[config.mk]
export PLATFORM = sky130hd
export DESIGN_NAME = prime_factor_stream_core
export DESIGN_NICKNAME = d
export VERILOG_FILES = /design/src/sv/pfs_pkg.sv /design/src/sv/pfs_div.sv /design/src/sv/prime_factor_stream_core.sv
export VERILOG_INCLUDE_DIRS = /design/src /design/src/sv
export SDC_FILE = /design/constraint.sdc
export NUM_CORES = 1
export LEC_CHECK = 0
export ABC_CLOCK_PERIOD_IN_PS = 4400
export BUFFER_PORTS_ARGS = -buffer_cell sky130_fd_sc_hd__buf_2
export CAP_MARGIN = 10
export CORE_UTILIZATION = 55
export CTS_CLUSTER_SIZE = 28
export DETAILED_ROUTE_END_ITERATION = 8
export MAX_ROUTING_LAYER = met4
export PLACE_DENSITY = 0.73
export RECOVER_POWER = 25
export REMOVE_ABC_BUFFERS = 1
export SYNTH_ARGS = -nofsm -noshare
export SYNTH_HDL_FRONTEND = slang
export SYNTH_SLANG_ARGS = --single-unit
[constraint.sdc]
create_clock -name aclk -period 4.4 [get_ports aclk]
set_clock_uncertainty 0.15 [all_clocks]
set_input_delay 0.44 -clock aclk [delete_from_list [all_inputs] [get_ports aclk]]
set_output_delay 0.44 -clock aclk [all_outputs]
set_load 0.1 [all_outputs]
[src/sv/assert_macros.svh]
// ----------------------------------------------------------------------------
// Assertion macros
// Clocked on aclk, disabled while aresetn is low.
// ----------------------------------------------------------------------------
`ifndef ASSERT_MACROS_SVH
`define ASSERT_MACROS_SVH

// Same-cycle implication.
`define PFS_ASSERT_NOW(lbl, ante, cons, msg) \
    lbl: assert property (@(posedge aclk) disable iff (!aresetn) (ante) |-> (cons)) \
        else $error(msg);

// Next-cycle implication.
`define PFS_ASSERT_NEXT(lbl, ante, cons, msg) \
    lbl: assert property (@(posedge aclk) disable iff (!aresetn) (ante) |=> (cons)) \
        else $error(msg);

`endif

[src/sv/pfs_pkg.sv]
// ----------------------------------------------------------------------------
// pfs_pkg
// Widths, constants and types of the prime factor stream core.
// ----------------------------------------------------------------------------
package pfs_pkg;

    localparam int VALUE_WIDTH = 31;
    localparam int DIV_WIDTH   = VALUE_WIDTH / 2 + 2;
    localparam int SQ_WIDTH    = 2 * DIV_WIDTH;
    localparam int MAX_RESULTS = 30;
    localparam int CNT_WIDTH   = $clog2(MAX_RESULTS + 1);
    localparam int STEP_WIDTH  = $clog2(VALUE_WIDTH + 1);

    localparam logic [DIV_WIDTH-1:0] DIVISOR_TWO    = DIV_WIDTH'(2);
    localparam logic [DIV_WIDTH-1:0] DIVISOR_THREE  = DIV_WIDTH'(3);
    localparam logic [DIV_WIDTH-1:0] FIRST_WHEEL    = DIV_WIDTH'(5);
    localparam logic [SQ_WIDTH-1:0]  FIRST_WHEEL_SQ = SQ_WIDTH'(25);

    typedef enum logic [2:0] {
        ST_IDLE,
        ST_ISSUE,
        ST_WAIT,
        ST_CHECK,
        ST_TEST
    } state_t;

    typedef enum logic [1:0] {
        DC_TWO,
        DC_THREE,
        DC_LOW,
        DC_HIGH
    } div_class_t;

endpackage

[src/sv/pfs_div.sv]
// ----------------------------------------------------------------------------
// pfs_div
// Restoring serial divider, one quotient bit per cycle.
// ----------------------------------------------------------------------------
module pfs_div (
    input  logic                           aclk,
    input  logic                           aresetn,
    input  logic                           start,
    input  logic [pfs_pkg::VALUE_WIDTH-1:0] dividend,
    input  logic [pfs_pkg::DIV_WIDTH-1:0]   divisor,
    output logic                           done,
    output logic [pfs_pkg::VALUE_WIDTH-1:0] quotient,
    output logic [pfs_pkg::DIV_WIDTH-1:0]   remainder
);

    logic                            busy_reg, busy_next;
    logic                            done_reg, done_next;
    logic [pfs_pkg::STEP_WIDTH-1:0]  step_reg, step_next;
    logic [pfs_pkg::DIV_WIDTH-1:0]   rem_reg, rem_next;
    logic [pfs_pkg::VALUE_WIDTH-1:0] quo_reg, quo_next;
    logic [pfs_pkg::DIV_WIDTH-1:0]   dvs_reg, dvs_next;

    logic [pfs_pkg::DIV_WIDTH:0]     shifted;
    logic [pfs_pkg::DIV_WIDTH:0]     diff;
    logic                            fits;

    assign shifted = {rem_reg, quo_reg[pfs_pkg::VALUE_WIDTH-1]};
    assign fits    = shifted >= {1'b0, dvs_reg};
    assign diff    = shifted - {1'b0, dvs_reg};

    always_comb begin
        busy_next = busy_reg;
        done_next = 1'b0;
        step_next = step_reg;
        rem_next  = rem_reg;
        quo_next  = quo_reg;
        dvs_next  = dvs_reg;
        if (start) begin
            busy_next = 1'b1;
            step_next = pfs_pkg::STEP_WIDTH'(pfs_pkg::VALUE_WIDTH);
            rem_next  = '0;
            quo_next  = dividend;
            dvs_next  = divisor;
        end else if (busy_reg) begin
            rem_next  = fits ? diff[pfs_pkg::DIV_WIDTH-1:0]
                             : shifted[pfs_pkg::DIV_WIDTH-1:0];
            quo_next  = {quo_reg[pfs_pkg::VALUE_WIDTH-2:0], fits};
            step_next = step_reg - pfs_pkg::STEP_WIDTH'(1);
            if (step_reg == pfs_pkg::STEP_WIDTH'(1)) begin
                busy_next = 1'b0;
                done_next = 1'b1;
            end
        end
    end

    always_ff @(posedge aclk) begin
        if (!aresetn) begin
            busy_reg <= 1'b0;
            done_reg <= 1'b0;
            step_reg <= '0;
        end else begin
            busy_reg <= busy_next;
            done_reg <= done_next;
            step_reg <= step_next;
        end
        rem_reg <= rem_next;
        quo_reg <= quo_next;
        dvs_reg <= dvs_next;
    end

    assign done      = done_reg;
    assign quotient  = quo_reg;
    assign remainder = rem_reg;

endmodule

[src/sv/prime_factor_stream_core.sv]
// ----------------------------------------------------------------------------
// prime_factor_stream_core
// Trial-division prime factorizer over a 6k+-1 wheel, one shared divider.
// ----------------------------------------------------------------------------
// Input channel s_valid/s_ready/s_value takes one 31-bit number per
// transaction. The output channel m_valid/m_ready/m_factor/m_last returns
// its prime factors in ascending order, one per transaction, repeated per
// multiplicity; m_last marks the final factor of a run. Inputs 0 and 1
// give no output.
// s_ready is high only while the sequencer is idle. Every trial divisor
// costs one pass of the serial divider (issue, the quotient bits, done,
// check); after 3 and after every 6k+1 divisor a test step compares the
// squared divisor against the value. m_valid rises no earlier than the
// check step of the first trial divisor. A large prime near 2^31 tries
// about 15450 divisors before s_ready returns.
// Results sit in an output register; a stalled receiver holds the
// sequencer in its check or test step until the register frees up, and
// a run's final factor does not block the next input transaction.
// Synchronous active-low reset returns the sequencer to idle and drops
// m_valid; no work survives reset.
// ----------------------------------------------------------------------------
`include "assert_macros.svh"

module prime_factor_stream_core (
    input  logic                            aclk,
    input  logic                            aresetn,
    input  logic                            s_valid,
    output logic                            s_ready,
    input  logic [pfs_pkg::VALUE_WIDTH-1:0] s_value,
    output logic                            m_valid,
    input  logic                            m_ready,
    output logic [pfs_pkg::VALUE_WIDTH-1:0] m_factor,
    output logic                            m_last
);

    pfs_pkg::state_t                 state_reg, state_next;
    pfs_pkg::div_class_t             cls_reg, cls_next;
    logic [pfs_pkg::VALUE_WIDTH-1:0] n_reg, n_next;
    logic [pfs_pkg::DIV_WIDTH-1:0]   d_reg, d_next;
    logic [pfs_pkg::SQ_WIDTH-1:0]    sq_reg, sq_next;
    logic [pfs_pkg::CNT_WIDTH-1:0]   cnt_reg, cnt_next;
    logic                            m_valid_reg, m_valid_next;
    logic [pfs_pkg::VALUE_WIDTH-1:0] m_factor_reg, m_factor_next;
    logic                            m_last_reg, m_last_next;

    logic                            div_start;
    logic                            div_done;
    logic [pfs_pkg::VALUE_WIDTH-1:0] div_quo;
    logic [pfs_pkg::DIV_WIDTH-1:0]   div_rem;

    logic                            accept;
    logic                            out_free;
    logic                            div_hit;
    logic                            hit_last;
    logic                            in_bound;
    logic                            tail_prime;
    logic                            load_hit;
    logic                            load_tail;

    pfs_div u_div (
        .aclk      (aclk),
        .aresetn   (aresetn),
        .start     (div_start),
        .dividend  (n_reg),
        .divisor   (d_reg),
        .done      (div_done),
        .quotient  (div_quo),
        .remainder (div_rem)
    );

    assign accept     = s_valid && s_ready;
    assign out_free   = !m_valid_reg || m_ready;
    assign div_hit    = (div_rem == '0);
    assign hit_last   = (div_quo == pfs_pkg::VALUE_WIDTH'(1))
                     || (cnt_reg == pfs_pkg::CNT_WIDTH'(pfs_pkg::MAX_RESULTS - 1));
    assign in_bound   = sq_reg <= pfs_pkg::SQ_WIDTH'(n_reg);
    assign tail_prime = n_reg > pfs_pkg::VALUE_WIDTH'(3);

    // next state
    always_comb begin
        state_next = state_reg;
        unique case (state_reg)
            pfs_pkg::ST_IDLE: begin
                if (accept && (s_value > pfs_pkg::VALUE_WIDTH'(1))) begin
                    state_next = pfs_pkg::ST_ISSUE;
                end
            end
            pfs_pkg::ST_ISSUE: begin
                state_next = pfs_pkg::ST_WAIT;
            end
            pfs_pkg::ST_WAIT: begin
                if (div_done) begin
                    state_next = pfs_pkg::ST_CHECK;
                end
            end
            pfs_pkg::ST_CHECK: begin
                if (div_hit) begin
                    if (out_free) begin
                        state_next = hit_last ? pfs_pkg::ST_IDLE : pfs_pkg::ST_ISSUE;
                    end
                end else if (cls_reg == pfs_pkg::DC_TWO || cls_reg == pfs_pkg::DC_LOW) begin
                    state_next = pfs_pkg::ST_ISSUE;
                end else begin
                    state_next = pfs_pkg::ST_TEST;
                end
            end
            pfs_pkg::ST_TEST: begin
                if (in_bound) begin
                    state_next = pfs_pkg::ST_ISSUE;
                end else if (!tail_prime || out_free) begin
                    state_next = pfs_pkg::ST_IDLE;
                end
            end
            default: state_next = pfs_pkg::ST_IDLE;
        endcase
    end

    // outputs of the sequencer
    always_comb begin
        s_ready   = 1'b0;
        div_start = 1'b0;
        load_hit  = 1'b0;
        load_tail = 1'b0;
        unique case (state_reg)
            pfs_pkg::ST_IDLE:  s_ready   = 1'b1;
            pfs_pkg::ST_ISSUE: div_start = 1'b1;
            pfs_pkg::ST_WAIT:  ;
            pfs_pkg::ST_CHECK: load_hit  = div_hit && out_free;
            pfs_pkg::ST_TEST:  load_tail = !in_bound && tail_prime && out_free;
            default:           ;
        endcase
    end

    // datapath
    always_comb begin
        n_next        = n_reg;
        d_next        = d_reg;
        cls_next      = cls_reg;
        sq_next       = sq_reg;
        cnt_next      = cnt_reg;
        m_valid_next  = m_valid_reg && !m_ready;
        m_factor_next = m_factor_reg;
        m_last_next   = m_last_reg;

        if (accept) begin
            n_next   = s_value;
            d_next   = pfs_pkg::DIVISOR_TWO;
            cls_next = pfs_pkg::DC_TWO;
            cnt_next = '0;
        end

        if (load_hit) begin
            n_next        = div_quo;
            cnt_next      = cnt_reg + pfs_pkg::CNT_WIDTH'(1);
            m_valid_next  = 1'b1;
            m_factor_next = pfs_pkg::VALUE_WIDTH'(d_reg);
            m_last_next   = hit_last;
        end else if (load_tail) begin
            m_valid_next  = 1'b1;
            m_factor_next = n_reg;
            m_last_next   = 1'b1;
        end

        // advance to the next trial divisor
        if (state_reg == pfs_pkg::ST_CHECK && !div_hit) begin
            unique case (cls_reg)
                pfs_pkg::DC_TWO: begin
                    d_next   = pfs_pkg::DIVISOR_THREE;
                    cls_next = pfs_pkg::DC_THREE;
                end
                pfs_pkg::DC_THREE: begin
                    d_next   = pfs_pkg::FIRST_WHEEL;
                    sq_next  = pfs_pkg::FIRST_WHEEL_SQ;
                    cls_next = pfs_pkg::DC_LOW;
                end
                pfs_pkg::DC_LOW: begin
                    d_next   = d_reg + pfs_pkg::DIV_WIDTH'(2);
                    cls_next = pfs_pkg::DC_HIGH;
                end
                pfs_pkg::DC_HIGH: begin
                    d_next   = d_reg + pfs_pkg::DIV_WIDTH'(4);
                    sq_next  = sq_reg + (pfs_pkg::SQ_WIDTH'(d_reg) << 3)
                             + (pfs_pkg::SQ_WIDTH'(d_reg) << 2)
                             + pfs_pkg::SQ_WIDTH'(12);
                    cls_next = pfs_pkg::DC_LOW;
                end
                default: cls_next = pfs_pkg::DC_TWO;
            endcase
        end
    end

    always_ff @(posedge aclk) begin
        if (!aresetn) begin
            state_reg   <= pfs_pkg::ST_IDLE;
            m_valid_reg <= 1'b0;
        end else begin
            state_reg   <= state_next;
            m_valid_reg <= m_valid_next;
        end
        n_reg        <= n_next;
        d_reg        <= d_next;
        cls_reg      <= cls_next;
        sq_reg       <= sq_next;
        cnt_reg      <= cnt_next;
        m_factor_reg <= m_factor_next;
        m_last_reg   <= m_last_next;
    end

    assign m_valid  = m_valid_reg;
    assign m_factor = m_factor_reg;
    assign m_last   = m_last_reg;

    `PFS_ASSERT_NOW(a_done_in_wait, div_done, state_reg == pfs_pkg::ST_WAIT, "done outside wait")
    `PFS_ASSERT_NOW(a_factor_min, m_valid, m_factor >= pfs_pkg::VALUE_WIDTH'(2), "factor below two")
    `PFS_ASSERT_NOW(a_load_free, load_hit || load_tail, out_free, "output overwritten")
    `PFS_ASSERT_NEXT(a_last_idle, load_hit && hit_last, state_reg == pfs_pkg::ST_IDLE, "not idle")

endmodule

==> impl_metrics.ini <==
[detailed_routing]
drtIter0Drc = 769
wl_per_cell_microns = 18.6
highest_layer = met4
wl_met3_mm = 1.98
wl_met1_mm = 12.9
drc = 0
drt-vias-per-instance = 5.87
drt_wl_total_mm = 28.9
wl_met2_mm = 13.6
num_vias = 9098
ant_nets = 0
first_pass_iters = 6

[cts]
cts_tree = built
cts.sinks = 195
postCtsSetupBuffers = 0
clock_latency_ps = 440
root_buffer = clkbuf_16
cts_hold_buf = 0
cts_resized = 0
cts_buffers = 17
ctsLongestPathBuffers = 2
cts.clk_slew.worst_paths_ps = 70
htreeDepth = 4

[global_route]
antenna_found_initial = 1
grtUsageTotal_pct = 28.1
grt_pass1_vias = 8670
grt_pass1_wl_mm = 45.9
gr-total-overflow = 0
grt_max_degree = 84

[synthesis]
synth_edf_count = 153
syn-cell-area_sq_um = 11800
yosysSeqAreaShare_pct = 46.2
synth-main-ff-cell = edfxtp_1
syn_inst = 1200
yosys_warnings = 0
syn_area_per_cell_sq_um = 9.81
synth-seq-cells = 195
ys_types = 63
ys_async_sr_fraction_pct = 0

[finish]
fin_nets = 1417
multi_input_area_sq_um = 5790
ff_latch_area_sq_um = 5440
area_delta_synth_final_pct = 10.2
nFillCells = 1722
largest_reg_flops = 32
drive_above_1_share_pct = 8.31

[timing]
clock.fmax_mhz = 247
worst_slew_pin_slew_ps = 1520
setup_viol = 0
min_period_ps = 4040
holdWs_ps = 137
drv_slew = 108
rsz0062_at_grt = no
timing.final.crit_share_pct = 91.9
layout_setup_ws_ps = 357
finalHoldViolCount = 0
max-slew-margin-rel_pct = -1.13
fin_tns_setup_ps = 0

[power]
p_leak_uw = 0.00537
ir_worst_vdd_mv = 0.385
total_power_uw = 8480
power_density_nw_per_um2 = 654

[run_status]
violations = capacitance limit, slew limit
status = finished, violations left

[floorplan]
fp.dieW_microns = 148
core_area_sq_um = 21000
die_h_microns = 148
ios = 69
dieArea_sq_um = 22000
rows = 53
initial_core_util_pct = 56.0

[setup_path]
crit_path_end_kind = flip-flop
critPathMaxFanout = 8
crit_required_ps = 4400
reg2regPathDepth = 13
worstPathArrival_ps = 4040
critPathKind = reg -> reg
critPathLaunchType = flip-flop

[hold_path]
hold_class = in -> reg
hold_depth = 2

[placement]
dp_worst_setup_slack_ps = 357
gp_congestion = 0.945
numPortBuffers = 68
hpwl_mm = 21.5

[run]
cap_violations = 2
-- stage by stage --
step	util, %	instance area, sq um	instances
global placement	59.1	12400	1518
CTS	62.0	13000	1550
global route	61.7	13000	1551
detailed placement	59.1	12400	1518
floorplan	-	11600	1159
finish	61.7	13000	1551
-- synth_stat cells, drive strengths merged (11+ instances only) --
cell	number	area, sq um
nand2	187	702
inv	103	387
fa	18	360
nand4	33	206
nor3	17	90.1
edfxtp	153	4590
o21ai	83	419
xor2	25	219
nand3	23	115
dfxtp	42	841
mux2i	12	120
nor2b	11	76.3
nor4	26	163
buf	11	66.3
a21o	14	105
xnor2	30	263
nor2	91	342
o31ai	17	141
clkbuf	30	113
ha	102	1280
a21oi	68	348
-- layout by cell type (no fill, tap or decap), types with 16 or more instances in the layout --
cell	n
clkbuf_16	19
dfxtp_1	42
nor2_1	90
fa_1	18
xor2_1	25
a21oi_1	65
buf_2	35
nand4_1	33
nand2_1	186
edfxtp_1	153
ha_1	102
o21ai_0	81
nor4_1	26
xnor2_1	30
clkbuf_1	34
o31ai_1	16
inv_1	103
nand3_1	22
nor3_1	16
-- power breakdown --
part / switching (uW) / internal (uW) / total, uW
Sequential: 437 / 2620 / 3060
Combinational: 2460 / 1380 / 3840
Clock: 758 / 830 / 1590
Total: 3650 / 4830 / 8480
-- area by class of cell --
cell class	instances	area share, %
clock inverters	12	0.800
flip-flops and latches	195	41.9
well taps	275	2.65
inverters	103	2.98
clock buffers	20	3.77
multi-input cells	861	44.6
diodes	1	0.0193
repair buffers	84	3.28
-- per-layer routing --
metal	track usage, %	vias up
met4	7.68	0
li1	-	4371
met3	4.63	36
met2	43.6	313
met1	38.3	4378
met5	-	-
-- kinds of logic (layout without fill, tap and decap cells) --
group / Yosys count / after routing / share of synthesized area [%]
and+or+nand+nor: 438 / 438 / 17.3
AOI/OAI and AO/OA: 235 / 235 / 12.6
DFF: 195 / 195 / 46.2
buffers and inverters: 144 / 219 / 4.80
adders and majority gates: 120 / 120 / 13.9
xor gates and xnor gates: 55 / 55 / 4.09
muxes: 13 / 13 / 1.15
other: 0 / 1 / 0
-- worst max-delay path, stage by stage (launching register included) --
cell      delay (ps)
edfxtp_1         490
inv_1            110
fa_1             540
inv_1             40
ha_1             280
ha_1             320
nor2b_1          170
o31a_1           310
o211ai_1         330
a21oi_1          160
o21bai_1         460
nand2b_1         190
xor2_1           150
nor2_1            50
-- path summary, 6_finish.rpt --
path	startpoint	endpoint	slack, ps
min	aresetn	u_div.busy_reg	140
max reg2reg	d_reg[3]	sq_reg[26]	360
min reg2reg	d_reg[0]	u_div.dvs_reg[0]	310
max	d_reg[3]	sq_reg[26]	360
Power figures use the tool's default switching activity.
